**config.mk**
```make
export PLATFORM = sky130hd
export DESIGN_NAME = ps2_host_line_transceiver
export DESIGN_NICKNAME = d
export VERILOG_FILES = /design/src/hdl/ps2h_pkg.sv /design/src/hdl/ps2h_core.sv /design/src/hdl/ps2_host_line_transceiver.sv
export SDC_FILE = /design/constraint.sdc
export NUM_CORES = 1
export LEC_CHECK = 0
export BUFFER_PORTS_ARGS = -buffer_cell sky130_fd_sc_hd__buf_4
export CORE_ASPECT_RATIO = 0.7
export CORE_MARGIN = 4
export CORE_UTILIZATION = 35
export DETAILED_ROUTE_END_ITERATION = 8
export GPL_TIMING_DRIVEN = 0
export PLACE_DENSITY = 0.62
export SETUP_SLACK_MARGIN = 0.05
export SYNTH_ARGS = -nofsm -noshare
export SYNTH_HDL_FRONTEND = slang
export SYNTH_HIERARCHICAL = 1
export SYNTH_SLANG_ARGS = --single-unit
```
**constraint.sdc**
```tcl
create_clock -name clk_i -period 5.9 [get_ports clk_i]
set_input_delay 0.295 -clock clk_i [delete_from_list [all_inputs] [get_ports clk_i]]
set_output_delay 0.295 -clock clk_i [all_outputs]
set_load 0.005 [all_outputs]
```
**src/hdl/ps2h_pkg.sv**
```systemverilog
// ---------------------------------------------------------------------------
// PS/2 host transceiver package
// Shared types, register map, command codes and reset values.
// ---------------------------------------------------------------------------
package ps2h_pkg;

  // Widths fixed by the register and payload fields
  localparam int unsigned CFG_W        = 20;
  localparam int unsigned BYTE_W       = 8;
  localparam int unsigned CMD_W        = 2;
  localparam int unsigned APB_DATA_W   = 32;
  localparam int unsigned APB_ADDR_W   = 4;
  localparam int unsigned CNT_W        = 4;

  // Default timer width
  localparam int unsigned TIMER_BITS_DEF = 20;

  // Register reset values
  localparam logic [CFG_W-1:0] INHIBIT_RST    = CFG_W'(300);
  localparam logic [CFG_W-1:0] REQ_SETUP_RST  = CFG_W'(10);
  localparam logic [CFG_W-1:0] TX_TIMEOUT_RST = CFG_W'(100000);
  localparam logic [CFG_W-1:0] RX_TIMEOUT_RST = CFG_W'(600000);

  // Bit counts that end the transmit and receive data phases
  localparam logic [CNT_W-1:0] TX_LAST_CNT = CNT_W'(8);
  localparam logic [CNT_W-1:0] RX_DATA_CNT = CNT_W'(8);
  localparam logic [CNT_W-1:0] RX_LAST_CNT = CNT_W'(10);

  // Register indexes (word address)
  typedef enum logic [1:0] {
    REG_INHIBIT    = 2'd0,
    REG_REQ_SETUP  = 2'd1,
    REG_TX_TIMEOUT = 2'd2,
    REG_RX_TIMEOUT = 2'd3
  } reg_idx_e;

  // Commands carried with each tick
  typedef enum logic [CMD_W-1:0] {
    CMD_TICK = 2'd0,
    CMD_SEND = 2'd1,
    CMD_ARM  = 2'd2
  } cmd_e;

  // Configuration register bundle
  typedef struct packed {
    logic [CFG_W-1:0] inhibit_ticks;
    logic [CFG_W-1:0] request_setup_ticks;
    logic [CFG_W-1:0] tx_timeout_ticks;
    logic [CFG_W-1:0] rx_timeout_ticks;
  } cfg_t;

  // Result of one tick
  typedef struct packed {
    logic              clock_pull_low;
    logic              data_pull_low;
    logic              rx_valid;
    logic [BYTE_W-1:0] rx_byte;
    logic              tx_done;
    logic              timeout;
    logic              busy_res;
  } res_t;

endpackage

```
**src/hdl/ps2h_core.sv**
```systemverilog
// ---------------------------------------------------------------------------
// PS/2 host transceiver core
// Transmit and receive sequencers, shift registers and timers, advanced by
// one line-sample tick whenever step_i is high.
// ---------------------------------------------------------------------------
module ps2h_core #(
  parameter int unsigned TIMER_BITS = ps2h_pkg::TIMER_BITS_DEF
) (
  input  logic                        clk_i,
  input  logic                        rst_ni,
  input  logic                        step_i,
  input  logic [ps2h_pkg::CMD_W-1:0]  command_i,
  input  logic [ps2h_pkg::BYTE_W-1:0] tx_byte_i,
  input  logic                        clock_line_i,
  input  logic                        data_line_i,
  input  ps2h_pkg::cfg_t              cfg_i,
  output ps2h_pkg::res_t              res_o
);
  import ps2h_pkg::*;

  localparam int unsigned CMP_W = (TIMER_BITS > CFG_W) ? TIMER_BITS : CFG_W;
  localparam logic [TIMER_BITS-1:0] TMAX = {TIMER_BITS{1'b1}};

  typedef enum logic [9:0] {
    TX_IDLE     = 10'b00_0000_0001,
    TX_RELEASE  = 10'b00_0000_0010,
    TX_INHIBIT  = 10'b00_0000_0100,
    TX_REQUEST  = 10'b00_0000_1000,
    TX_WAITCLK  = 10'b00_0001_0000,
    TX_BITS     = 10'b00_0010_0000,
    TX_PARITY   = 10'b00_0100_0000,
    TX_ACKDATA  = 10'b00_1000_0000,
    TX_ACKCLK   = 10'b01_0000_0000,
    TX_RELWAIT  = 10'b10_0000_0000
  } tx_phase_e;

  typedef enum logic [2:0] {
    RX_WAIT     = 3'b001,
    RX_BITS     = 3'b010,
    RX_STOPHIGH = 3'b100
  } rx_phase_e;

  tx_phase_e             tx_phase_q, tx_phase_d;
  rx_phase_e             rx_phase_q, rx_phase_d;
  logic [BYTE_W-1:0]     tx_shift_q, tx_shift_d;
  logic                  tx_parity_q, tx_parity_d;
  logic [BYTE_W-1:0]     rx_shift_q, rx_shift_d;
  logic [CNT_W-1:0]      tx_cnt_q, tx_cnt_d;
  logic [CNT_W-1:0]      rx_cnt_q, rx_cnt_d;
  logic [TIMER_BITS-1:0] tx_timer_q, tx_timer_d;
  logic [TIMER_BITS-1:0] rx_timer_q, rx_timer_d;
  logic [TIMER_BITS-1:0] ph_timer_q, ph_timer_d;
  logic                  rx_armed_q, rx_armed_d;
  logic                  prev_clock_q;
  logic                  timeout_q, timeout_d;

  logic                  fall;
  logic                  tx_was_busy;
  logic                  rx_run;
  logic [TIMER_BITS-1:0] tx_timer_inc;
  logic [TIMER_BITS-1:0] rx_timer_inc;
  logic [TIMER_BITS-1:0] ph_timer_inc;
  logic [CFG_W-1:0]      ph_limit;
  logic                  ph_done;
  logic                  tx_expired;
  logic                  rx_expired;
  logic [CNT_W-1:0]      tx_cnt_inc;
  logic [CNT_W-1:0]      rx_cnt_inc;
  logic                  rx_valid;
  logic                  tx_done;
  logic                  cdrv;
  logic                  ddrv;

  // Saturating timer increments and limit compares
  assign tx_timer_inc = (tx_timer_q == TMAX) ? tx_timer_q : tx_timer_q + 1'b1;
  assign rx_timer_inc = (rx_timer_q == TMAX) ? rx_timer_q : rx_timer_q + 1'b1;
  assign ph_timer_inc = (ph_timer_q == TMAX) ? ph_timer_q : ph_timer_q + 1'b1;
  assign ph_limit     = (tx_phase_q == TX_REQUEST) ? cfg_i.request_setup_ticks
                                                   : cfg_i.inhibit_ticks;
  assign ph_done      = CMP_W'(ph_timer_inc) >= CMP_W'(ph_limit);
  assign tx_expired   = CMP_W'(tx_timer_inc) >= CMP_W'(cfg_i.tx_timeout_ticks);
  assign rx_expired   = CMP_W'(rx_timer_inc) >  CMP_W'(cfg_i.rx_timeout_ticks);
  assign tx_cnt_inc   = tx_cnt_q + 1'b1;
  assign rx_cnt_inc   = rx_cnt_q + 1'b1;

  assign fall        = prev_clock_q & ~clock_line_i;
  assign tx_was_busy = (tx_phase_q != TX_IDLE);
  assign rx_run      = ~tx_was_busy & (command_i != CMD_SEND);

  // Next state for one tick
  always_comb begin
    tx_phase_d  = tx_phase_q;
    rx_phase_d  = rx_phase_q;
    tx_shift_d  = tx_shift_q;
    tx_parity_d = tx_parity_q;
    rx_shift_d  = rx_shift_q;
    tx_cnt_d    = tx_cnt_q;
    rx_cnt_d    = rx_cnt_q;
    tx_timer_d  = tx_timer_q;
    rx_timer_d  = rx_timer_q;
    ph_timer_d  = ph_timer_q;
    rx_armed_d  = rx_armed_q;
    timeout_d   = timeout_q;
    rx_valid    = 1'b0;
    tx_done     = 1'b0;

    // Transmit sequencer
    if (!tx_was_busy) begin
      case (command_i)
        CMD_SEND: begin
          tx_phase_d  = TX_RELEASE;
          tx_shift_d  = tx_byte_i;
          tx_parity_d = 1'b1;
          tx_cnt_d    = '0;
          tx_timer_d  = '0;
          ph_timer_d  = '0;
          rx_phase_d  = RX_WAIT;
          rx_cnt_d    = '0;
          rx_armed_d  = 1'b0;
        end
        CMD_ARM: begin
          rx_armed_d = 1'b1;
          rx_timer_d = '0;
        end
        default: ;
      endcase
    end else begin
      tx_timer_d = tx_timer_inc;
      unique case (tx_phase_q)
        TX_RELEASE, TX_INHIBIT, TX_REQUEST: begin
          ph_timer_d = ph_done ? '0 : ph_timer_inc;
          if (ph_done) begin
            if (tx_phase_q == TX_RELEASE)      tx_phase_d = TX_INHIBIT;
            else if (tx_phase_q == TX_INHIBIT) tx_phase_d = TX_REQUEST;
            else                               tx_phase_d = TX_WAITCLK;
          end
        end
        TX_WAITCLK: begin
          if (!clock_line_i) begin
            tx_phase_d = TX_BITS;
            tx_cnt_d   = '0;
          end else if (tx_expired) begin
            tx_phase_d = TX_IDLE;
            timeout_d  = 1'b1;
          end
        end
        TX_BITS: begin
          if (fall) begin
            tx_parity_d = tx_parity_q ^ tx_shift_q[0];
            tx_shift_d  = tx_shift_q >> 1;
            tx_cnt_d    = tx_cnt_inc;
            if (tx_cnt_inc >= TX_LAST_CNT) tx_phase_d = TX_PARITY;
          end
        end
        TX_PARITY: begin
          if (fall) tx_phase_d = TX_ACKDATA;
        end
        TX_ACKDATA: begin
          if (!data_line_i) tx_phase_d = TX_ACKCLK;
        end
        TX_ACKCLK: begin
          if (!clock_line_i) tx_phase_d = TX_RELWAIT;
        end
        TX_RELWAIT: begin
          if (clock_line_i || data_line_i) begin
            tx_phase_d = TX_IDLE;
            tx_done    = 1'b1;
            timeout_d  = 1'b0;
          end
        end
        default: ;
      endcase
    end

    // Receive sequencer, held while a transmit runs
    if (rx_run) begin
      unique case (rx_phase_q)
        RX_WAIT: begin
          if (!clock_line_i) begin
            rx_phase_d = RX_BITS;
            rx_cnt_d   = '0;
            rx_armed_d = 1'b0;
          end else if (rx_armed_d) begin
            rx_timer_d = (command_i == CMD_ARM) ? TIMER_BITS'(1) : rx_timer_inc;
            if ((command_i == CMD_ARM) ? (CFG_W'(0) == cfg_i.rx_timeout_ticks)
                                       : rx_expired) begin
              timeout_d  = 1'b1;
              rx_armed_d = 1'b0;
            end
          end
        end
        RX_BITS: begin
          if (fall) begin
            if (rx_cnt_q < RX_DATA_CNT) rx_shift_d[rx_cnt_q[2:0]] = data_line_i;
            rx_cnt_d = rx_cnt_inc;
            if (rx_cnt_inc >= RX_LAST_CNT) rx_phase_d = RX_STOPHIGH;
          end
        end
        RX_STOPHIGH: begin
          if (clock_line_i) begin
            rx_phase_d = RX_WAIT;
            rx_valid   = 1'b1;
            timeout_d  = 1'b0;
          end
        end
        default: ;
      endcase
    end

    // Line drives follow the state after this tick
    cdrv = 1'b0;
    ddrv = 1'b0;
    unique case (tx_phase_d)
      TX_INHIBIT: cdrv = 1'b1;
      TX_REQUEST: begin
        cdrv = 1'b1;
        ddrv = 1'b1;
      end
      TX_WAITCLK: ddrv = 1'b1;
      TX_BITS:    ddrv = ~tx_shift_d[0];
      TX_PARITY:  ddrv = ~tx_parity_d;
      default: ;
    endcase
  end

  // Result of this tick
  assign res_o.clock_pull_low = cdrv;
  assign res_o.data_pull_low  = ddrv;
  assign res_o.rx_valid       = rx_valid;
  assign res_o.rx_byte        = rx_valid ? rx_shift_d : '0;
  assign res_o.tx_done        = tx_done;
  assign res_o.timeout        = timeout_d;
  assign res_o.busy_res       = (tx_phase_d != TX_IDLE);

  // Hold state between ticks, advance on each accepted transaction
  always_ff @(posedge clk_i or negedge rst_ni) begin
    if (!rst_ni) begin
      tx_phase_q   <= TX_IDLE;
      rx_phase_q   <= RX_WAIT;
      tx_shift_q   <= '0;
      tx_parity_q  <= 1'b1;
      rx_shift_q   <= '0;
      tx_cnt_q     <= '0;
      rx_cnt_q     <= '0;
      tx_timer_q   <= '0;
      rx_timer_q   <= '0;
      ph_timer_q   <= '0;
      rx_armed_q   <= 1'b0;
      prev_clock_q <= 1'b1;
      timeout_q    <= 1'b0;
    end else if (step_i) begin
      tx_phase_q   <= tx_phase_d;
      rx_phase_q   <= rx_phase_d;
      tx_shift_q   <= tx_shift_d;
      tx_parity_q  <= tx_parity_d;
      rx_shift_q   <= rx_shift_d;
      tx_cnt_q     <= tx_cnt_d;
      rx_cnt_q     <= rx_cnt_d;
      tx_timer_q   <= tx_timer_d;
      rx_timer_q   <= rx_timer_d;
      ph_timer_q   <= ph_timer_d;
      rx_armed_q   <= rx_armed_d;
      prev_clock_q <= clock_line_i;
      timeout_q    <= timeout_d;
    end
  end

endmodule

```
**src/hdl/ps2_host_line_transceiver.sv**
```systemverilog
// ---------------------------------------------------------------------------
// PS/2 host line transceiver
// Host side of a PS/2 link, advanced one line-sample tick per transaction.
// ---------------------------------------------------------------------------
//  Channel  Handshake                  Payload
//  input    in_valid_i / in_stall_o    command_i, tx_byte_i, clock_line_i,
//                                      data_line_i
//  output   out_valid_o / out_stall_i  clock_pull_low_o, data_pull_low_o,
//                                      rx_valid_o, rx_byte_o, tx_done_o,
//                                      timeout_o, busy_res_o
//  config   APB (psel .. pready)       four 20-bit timing registers
//
//  One tick is taken per clock cycle unless stalled; its result enters
//  the output register on the next cycle. The tick logic is a single
//  pass from the sequencer state and the inputs to the result register.
//  Reset clears both sequencers and loads the default register values.
//  A held result stalls the input only while out_stall_i is high.
// ---------------------------------------------------------------------------
module ps2_host_line_transceiver #(
  parameter int unsigned TIMER_BITS = ps2h_pkg::TIMER_BITS_DEF
) (
  input  logic                            clk_i,
  input  logic                            rst_ni,
  // Tick input
  input  logic                            in_valid_i,
  output logic                            in_stall_o,
  input  logic [ps2h_pkg::CMD_W-1:0]      command_i,
  input  logic [ps2h_pkg::BYTE_W-1:0]     tx_byte_i,
  input  logic                            clock_line_i,
  input  logic                            data_line_i,
  // Tick result
  output logic                            out_valid_o,
  input  logic                            out_stall_i,
  output logic                            clock_pull_low_o,
  output logic                            data_pull_low_o,
  output logic                            rx_valid_o,
  output logic [ps2h_pkg::BYTE_W-1:0]     rx_byte_o,
  output logic                            tx_done_o,
  output logic                            timeout_o,
  output logic                            busy_res_o,
  // Configuration
  input  logic                            psel,
  input  logic                            penable,
  input  logic                            pwrite,
  input  logic [ps2h_pkg::APB_ADDR_W-1:0] paddr,
  input  logic [ps2h_pkg::APB_DATA_W-1:0] pwdata,
  output logic [ps2h_pkg::APB_DATA_W-1:0] prdata,
  output logic                            pready
);
  import ps2h_pkg::*;

  cfg_t     cfg_q;
  res_t     res;
  res_t     res_q;
  logic     out_valid_q;
  logic     accept;
  logic     cfg_wr;
  reg_idx_e reg_idx;

  // Register access
  assign pready  = 1'b1;
  assign cfg_wr  = psel & penable & pwrite;
  assign reg_idx = reg_idx_e'(paddr[3:2]);

  always_ff @(posedge clk_i or negedge rst_ni) begin
    if (!rst_ni) begin
      cfg_q.inhibit_ticks       <= INHIBIT_RST;
      cfg_q.request_setup_ticks <= REQ_SETUP_RST;
      cfg_q.tx_timeout_ticks    <= TX_TIMEOUT_RST;
      cfg_q.rx_timeout_ticks    <= RX_TIMEOUT_RST;
    end else if (cfg_wr) begin
      unique case (reg_idx)
        REG_INHIBIT:    cfg_q.inhibit_ticks       <= pwdata[CFG_W-1:0];
        REG_REQ_SETUP:  cfg_q.request_setup_ticks <= pwdata[CFG_W-1:0];
        REG_TX_TIMEOUT: cfg_q.tx_timeout_ticks    <= pwdata[CFG_W-1:0];
        REG_RX_TIMEOUT: cfg_q.rx_timeout_ticks    <= pwdata[CFG_W-1:0];
        default: ;
      endcase
    end
  end

  always_comb begin
    unique case (reg_idx)
      REG_INHIBIT:    prdata = APB_DATA_W'(cfg_q.inhibit_ticks);
      REG_REQ_SETUP:  prdata = APB_DATA_W'(cfg_q.request_setup_ticks);
      REG_TX_TIMEOUT: prdata = APB_DATA_W'(cfg_q.tx_timeout_ticks);
      REG_RX_TIMEOUT: prdata = APB_DATA_W'(cfg_q.rx_timeout_ticks);
      default:        prdata = '0;
    endcase
  end

  // Take a tick whenever the result register is free or being drained
  assign in_stall_o = out_valid_q & out_stall_i;
  assign accept     = in_valid_i & ~in_stall_o;

  ps2h_core #(
    .TIMER_BITS (TIMER_BITS)
  ) u_core (
    .clk_i        (clk_i),
    .rst_ni       (rst_ni),
    .step_i       (accept),
    .command_i    (command_i),
    .tx_byte_i    (tx_byte_i),
    .clock_line_i (clock_line_i),
    .data_line_i  (data_line_i),
    .cfg_i        (cfg_q),
    .res_o        (res)
  );

  // Result register
  always_ff @(posedge clk_i or negedge rst_ni) begin
    if (!rst_ni) begin
      out_valid_q <= 1'b0;
    end else if (accept) begin
      out_valid_q <= 1'b1;
    end else if (!out_stall_i) begin
      out_valid_q <= 1'b0;
    end
  end

  always_ff @(posedge clk_i) begin
    if (accept) begin
      res_q <= res;
    end
  end

  assign out_valid_o      = out_valid_q;
  assign clock_pull_low_o = res_q.clock_pull_low;
  assign data_pull_low_o  = res_q.data_pull_low;
  assign rx_valid_o       = res_q.rx_valid;
  assign rx_byte_o        = res_q.rx_byte;
  assign tx_done_o        = res_q.tx_done;
  assign timeout_o        = res_q.timeout;
  assign busy_res_o       = res_q.busy_res;

endmodule

```
==> qor.csv <==
metric;value;unit
fin_worst_skew;0.0165;ns
ys_types;79;
hold_class;in2reg;
cts_setup_buffers;0;
path_max_fanout;10;
synth_adder_area_share;6.69;%
drv.max_cap_violation_count;0;
slew_violations;0;
grt_first_pass_wirelength;56.4;mm
worst_case_register_to_register_setup_slack;0.48;ns
drtIter0Drc;911;
cp.arrival;5.60;ns
criticalPathCategory;reg2reg;
clock_path_buffers;2;
numPlacedInstances;1850;
vdd_drop_max;0.187;mV
kind_of_launch_point_of_the_worst_setup_path;register;
ys_top_cells_by_area;sky130_fd_sc_hd__dfrtp_1, sky130_fd_sc_hd__ha_1, sky130_fd_sc_hd__mux2_1, sky130_fd_sc_hd__dfstp_2, sky130_fd_sc_hd__mux4_2;
synthesis.area;12700;um2
rsz0062_at_grt;no;
whs_path_depth;2;
core.rowCount;58;
syn_area_per_cell;9.92;um2
fin_total_pwr;4.64;mW
overflow;0;
clock_tree.root_cell;sky130_fd_sc_hd__clkbuf_16;
yosysTopAreaCellShare;31.1;%
start_util;35.4;%
gr-usage-all-layers;17.7;%
timing.final.hold_violations;0;
tritoncts;yes;
worst-endpoint-required;6.07;ns
synth_sequential_area_ratio;39.3;%
share_of_the_synthesized_netlist_area_taken_by_xor_and_xnor_gates;3.51;%
netlist_top_cells_count;sky130_fd_sc_hd__dfrtp_1, sky130_fd_sc_hd__nand2_1, sky130_fd_sc_hd__nor2_1;
ys_warn_count;6;
leading_cell_type_by_number_of_instances_after_synthesis;sky130_fd_sc_hd__dfrtp_1;
pwr-share-clk;26.0;%
layout_worst_path_cycle_share;91.9;%
synth_edf_count;14;
top_level_ports;104;
switching_share;36.1;%
max_freq;184;MHz
drt-wirelength-per-cell;18.7;um
reg2reg_from;u_core/tx_phase_q[9];
synthArstFlopShare;92.9;%
crit_path_start;u_core/tx_phase_q[9];
power.static_leakage;6.52;nW
grt_max_degree;101;
antenna_violations_before_repair;0;
synth_top_family_by_area;simple AND/OR/NAND/NOR gates;
cts_sinks;196;
power_frac_comb;35.0;%
max_slew_margin;27.7;%
fraction_of_layout_instances_using_a_drive_strength_above_1;17.6;%
routed_via_density;5.46;
p_int;2.97;mW
wl;35.3;mm
synth_cells;1282;
endpoint;busy_res_o;
cts_buffers;17;
power_switching;1.67;mW
synth_compound_gate_area_share;13.9;%
detail-route-antenna-nets;0;
outcome;complete, no violations;
hold_worst_slack;0.0465;ns
tightestPinTransition;1.08;ns
core_area;35900;um2
seq_pwr_share;39.0;%
finish.net_count;1514;
setup_violating_endpoint_count_in_the_final_report;0;
die_x;236;um
finalSetupTns;0;ns
die_area;39500;um2
grt_pass1_vias;9976;
finalWorstPathRequiredPeriod;5.42;ns
worstRegToRegCells;15;
die_height;168;um
power_density;318;nW/um2
yosys.area_share.simple;16.6;%
drt_pre_antenna_iters;5;
muxShareOfSynthArea;14.9;%
dominant_synthesized_flop_cell;sky130_fd_sc_hd__dfrtp_1;
fill_cells;3480;
path_clk_slew;0.08;ns
detailed_place_hpwl;26.5;mm
critical_path.reg2reg.endpoint;busy_res_o;
area_growth;14.7;%
count_of_buffers_from_port_buffering;76;
detail_route.drc_violations;0;
yosys.area.top_type;sky130_fd_sc_hd__dfrtp_1;
ys_ff_latch;196;
route.vias.total;10300;
critPathCaptureType;register;
layoutNonFillerInstCount;1885;
clock_latency;0.44;ns
place.gp.congestion;0.877;
ctsHtreeMaxLevel;4;
==> power groups by stage <==
stage | sequential [mW] | combinational (mW) | clock, mW
floorplan | 1.75 | 1.13 | 0
global placement | 1.82 | 1.55 | 0
detailed placement | 1.82 | 1.60 | 0
CTS | 1.80 | 1.61 | 1.24
global route | 1.83 | 1.80 | 1.30
finish | 1.81 | 1.63 | 1.21
==> worst max-delay path, cell delays in order (launching register included) <==
cell,delay [ns]
sky130_fd_sc_hd__dfrtp_1,0.40
sky130_fd_sc_hd__buf_2,0.19
sky130_fd_sc_hd__nor4_1,0.56
sky130_fd_sc_hd__nand3_1,0.30
sky130_fd_sc_hd__nor2_1,0.34
sky130_fd_sc_hd__clkbuf_2,0.44
sky130_fd_sc_hd__mux2i_1,0.18
sky130_fd_sc_hd__ha_1,0.33
sky130_fd_sc_hd__nand2_1,0.11
sky130_fd_sc_hd__nor4_2,0.37
sky130_fd_sc_hd__nand4_1,0.26
sky130_fd_sc_hd__o2111a_1,0.42
sky130_fd_sc_hd__or3_1,0.40
sky130_fd_sc_hd__o22ai_1,0.19
sky130_fd_sc_hd__nand3_1,0.13
sky130_fd_sc_hd__or4b_1,0.53
==> layer usage <==
metal | track usage, % | part of all wire (%) | vias to the layer above | wire, um
li1 | - | - | 4873 | -
met1 | 27.4 | 50 | 5100 | 17800
met2 | 25.7 | 42 | 289 | 14900
met3 | 2.88 | 5.7 | 29 | 2010
met4 | 4.18 | 1.7 | 0 | 609
met5 | 0 | 0 | - | 0
==> sequential cells by signal (all words and copies together), names as in the netlist, 3 cells and up <==
name               count
u_core/rx_phase_q      3
u_core/rx_cnt_q        4
u_core/ph_timer_q     20
u_core/tx_shift_q      8
cfg_q                 80
u_core/tx_timer_q     20
u_core/tx_cnt_q        4
rx_byte_o              8
u_core/rx_timer_q     20
u_core/tx_phase_q     10
u_core/rx_shift_q      8
==> area by class of cell <==
cell class / instances / area (um2) / area share (%)
antenna: 1 / 2.50 / 0.0171
buffer: 79 / 419 / 2.87
clock buffer: 22 / 474 / 3.25
clock inverter: 10 / 124 / 0.849
inverter: 60 / 225 / 1.54
multi-input combinational: 958 / 7130 / 48.8
sequential: 196 / 5000 / 34.3
tap: 480 / 601 / 4.11
timing repair buffer: 79 / 621 / 4.25
==> how the worst min path moves through the flow <==
| stage | startpoint | to | slack [ns] |
|---|---|---|---|
| floorplan | rst_ni | cfg_q[0] | -0.0006 |
| global placement | u_core/tx_shift_q[1] | u_core/tx_shift_q[1] | 0.46 |
| detailed placement | rst_ni | cfg_q[66] | 0.35 |
| CTS | in_valid_i | out_valid_o | 0.03 |
| global route | in_valid_i | out_valid_o | 0.04 |
| finish | in_valid_i | out_valid_o | 0.05 |
==> kinds of logic (layout without fill, tap and decap cells) <==
logic type               count (synthesis)  in the layout
AO/OA/AOI/OAI                          270            270
other                                    2             14
buffers and inverters                  139            250
AND/OR/NAND/NOR                        411            411
multiplexers                           145            145
flip-flops                             196            196
adder cells (fa/ha/maj)                 68             68
XOR/XNOR                                51             51
==> layout by cell type, fill, tap and decap left out, types with 13 or more instances in the layout <==
master,count
sky130_fd_sc_hd__a21oi_1,56
sky130_fd_sc_hd__a22o_1,19
sky130_fd_sc_hd__and3_1,14
sky130_fd_sc_hd__buf_2,15
sky130_fd_sc_hd__buf_4,94
sky130_fd_sc_hd__clkbuf_1,39
sky130_fd_sc_hd__clkbuf_16,17
sky130_fd_sc_hd__conb_1,13
sky130_fd_sc_hd__dfrtp_1,158
sky130_fd_sc_hd__dfstp_2,24
sky130_fd_sc_hd__edfxtp_1,14
sky130_fd_sc_hd__ha_1,68
sky130_fd_sc_hd__inv_1,59
sky130_fd_sc_hd__mux2_1,60
sky130_fd_sc_hd__mux2_2,15
sky130_fd_sc_hd__mux2_4,20
sky130_fd_sc_hd__mux2i_1,30
sky130_fd_sc_hd__mux4_2,20
sky130_fd_sc_hd__nand2_1,102
sky130_fd_sc_hd__nand3_1,45
sky130_fd_sc_hd__nand4_1,22
sky130_fd_sc_hd__nor2_1,101
sky130_fd_sc_hd__nor2b_1,21
sky130_fd_sc_hd__nor3_1,21
sky130_fd_sc_hd__o21ai_0,81
sky130_fd_sc_hd__o31ai_1,26
sky130_fd_sc_hd__xnor2_1,28
sky130_fd_sc_hd__xor2_1,23
==> timing repair <==
| action | in CTS | in global routing |
|---|---|---|
| setup endpoints to repair | 0 | 12 |
| hold endpoints to repair | 67 | 0 |
| hold buffers | 1 | 0 |
| gates resized for setup | 0 | 5 |
==> metrics by stage <==
stage	util [%]	cell area, um2	worst slack (ns)
after detailed placement	38.9	14000	0.140
after global placement	38.8	13900	0.185
after floorplan	-	12800	1.40
after CTS	40.6	14600	0.153
final	40.6	14600	0.478
after global routing	40.6	14600	0.142
Power figures use the tool's default switching activity.
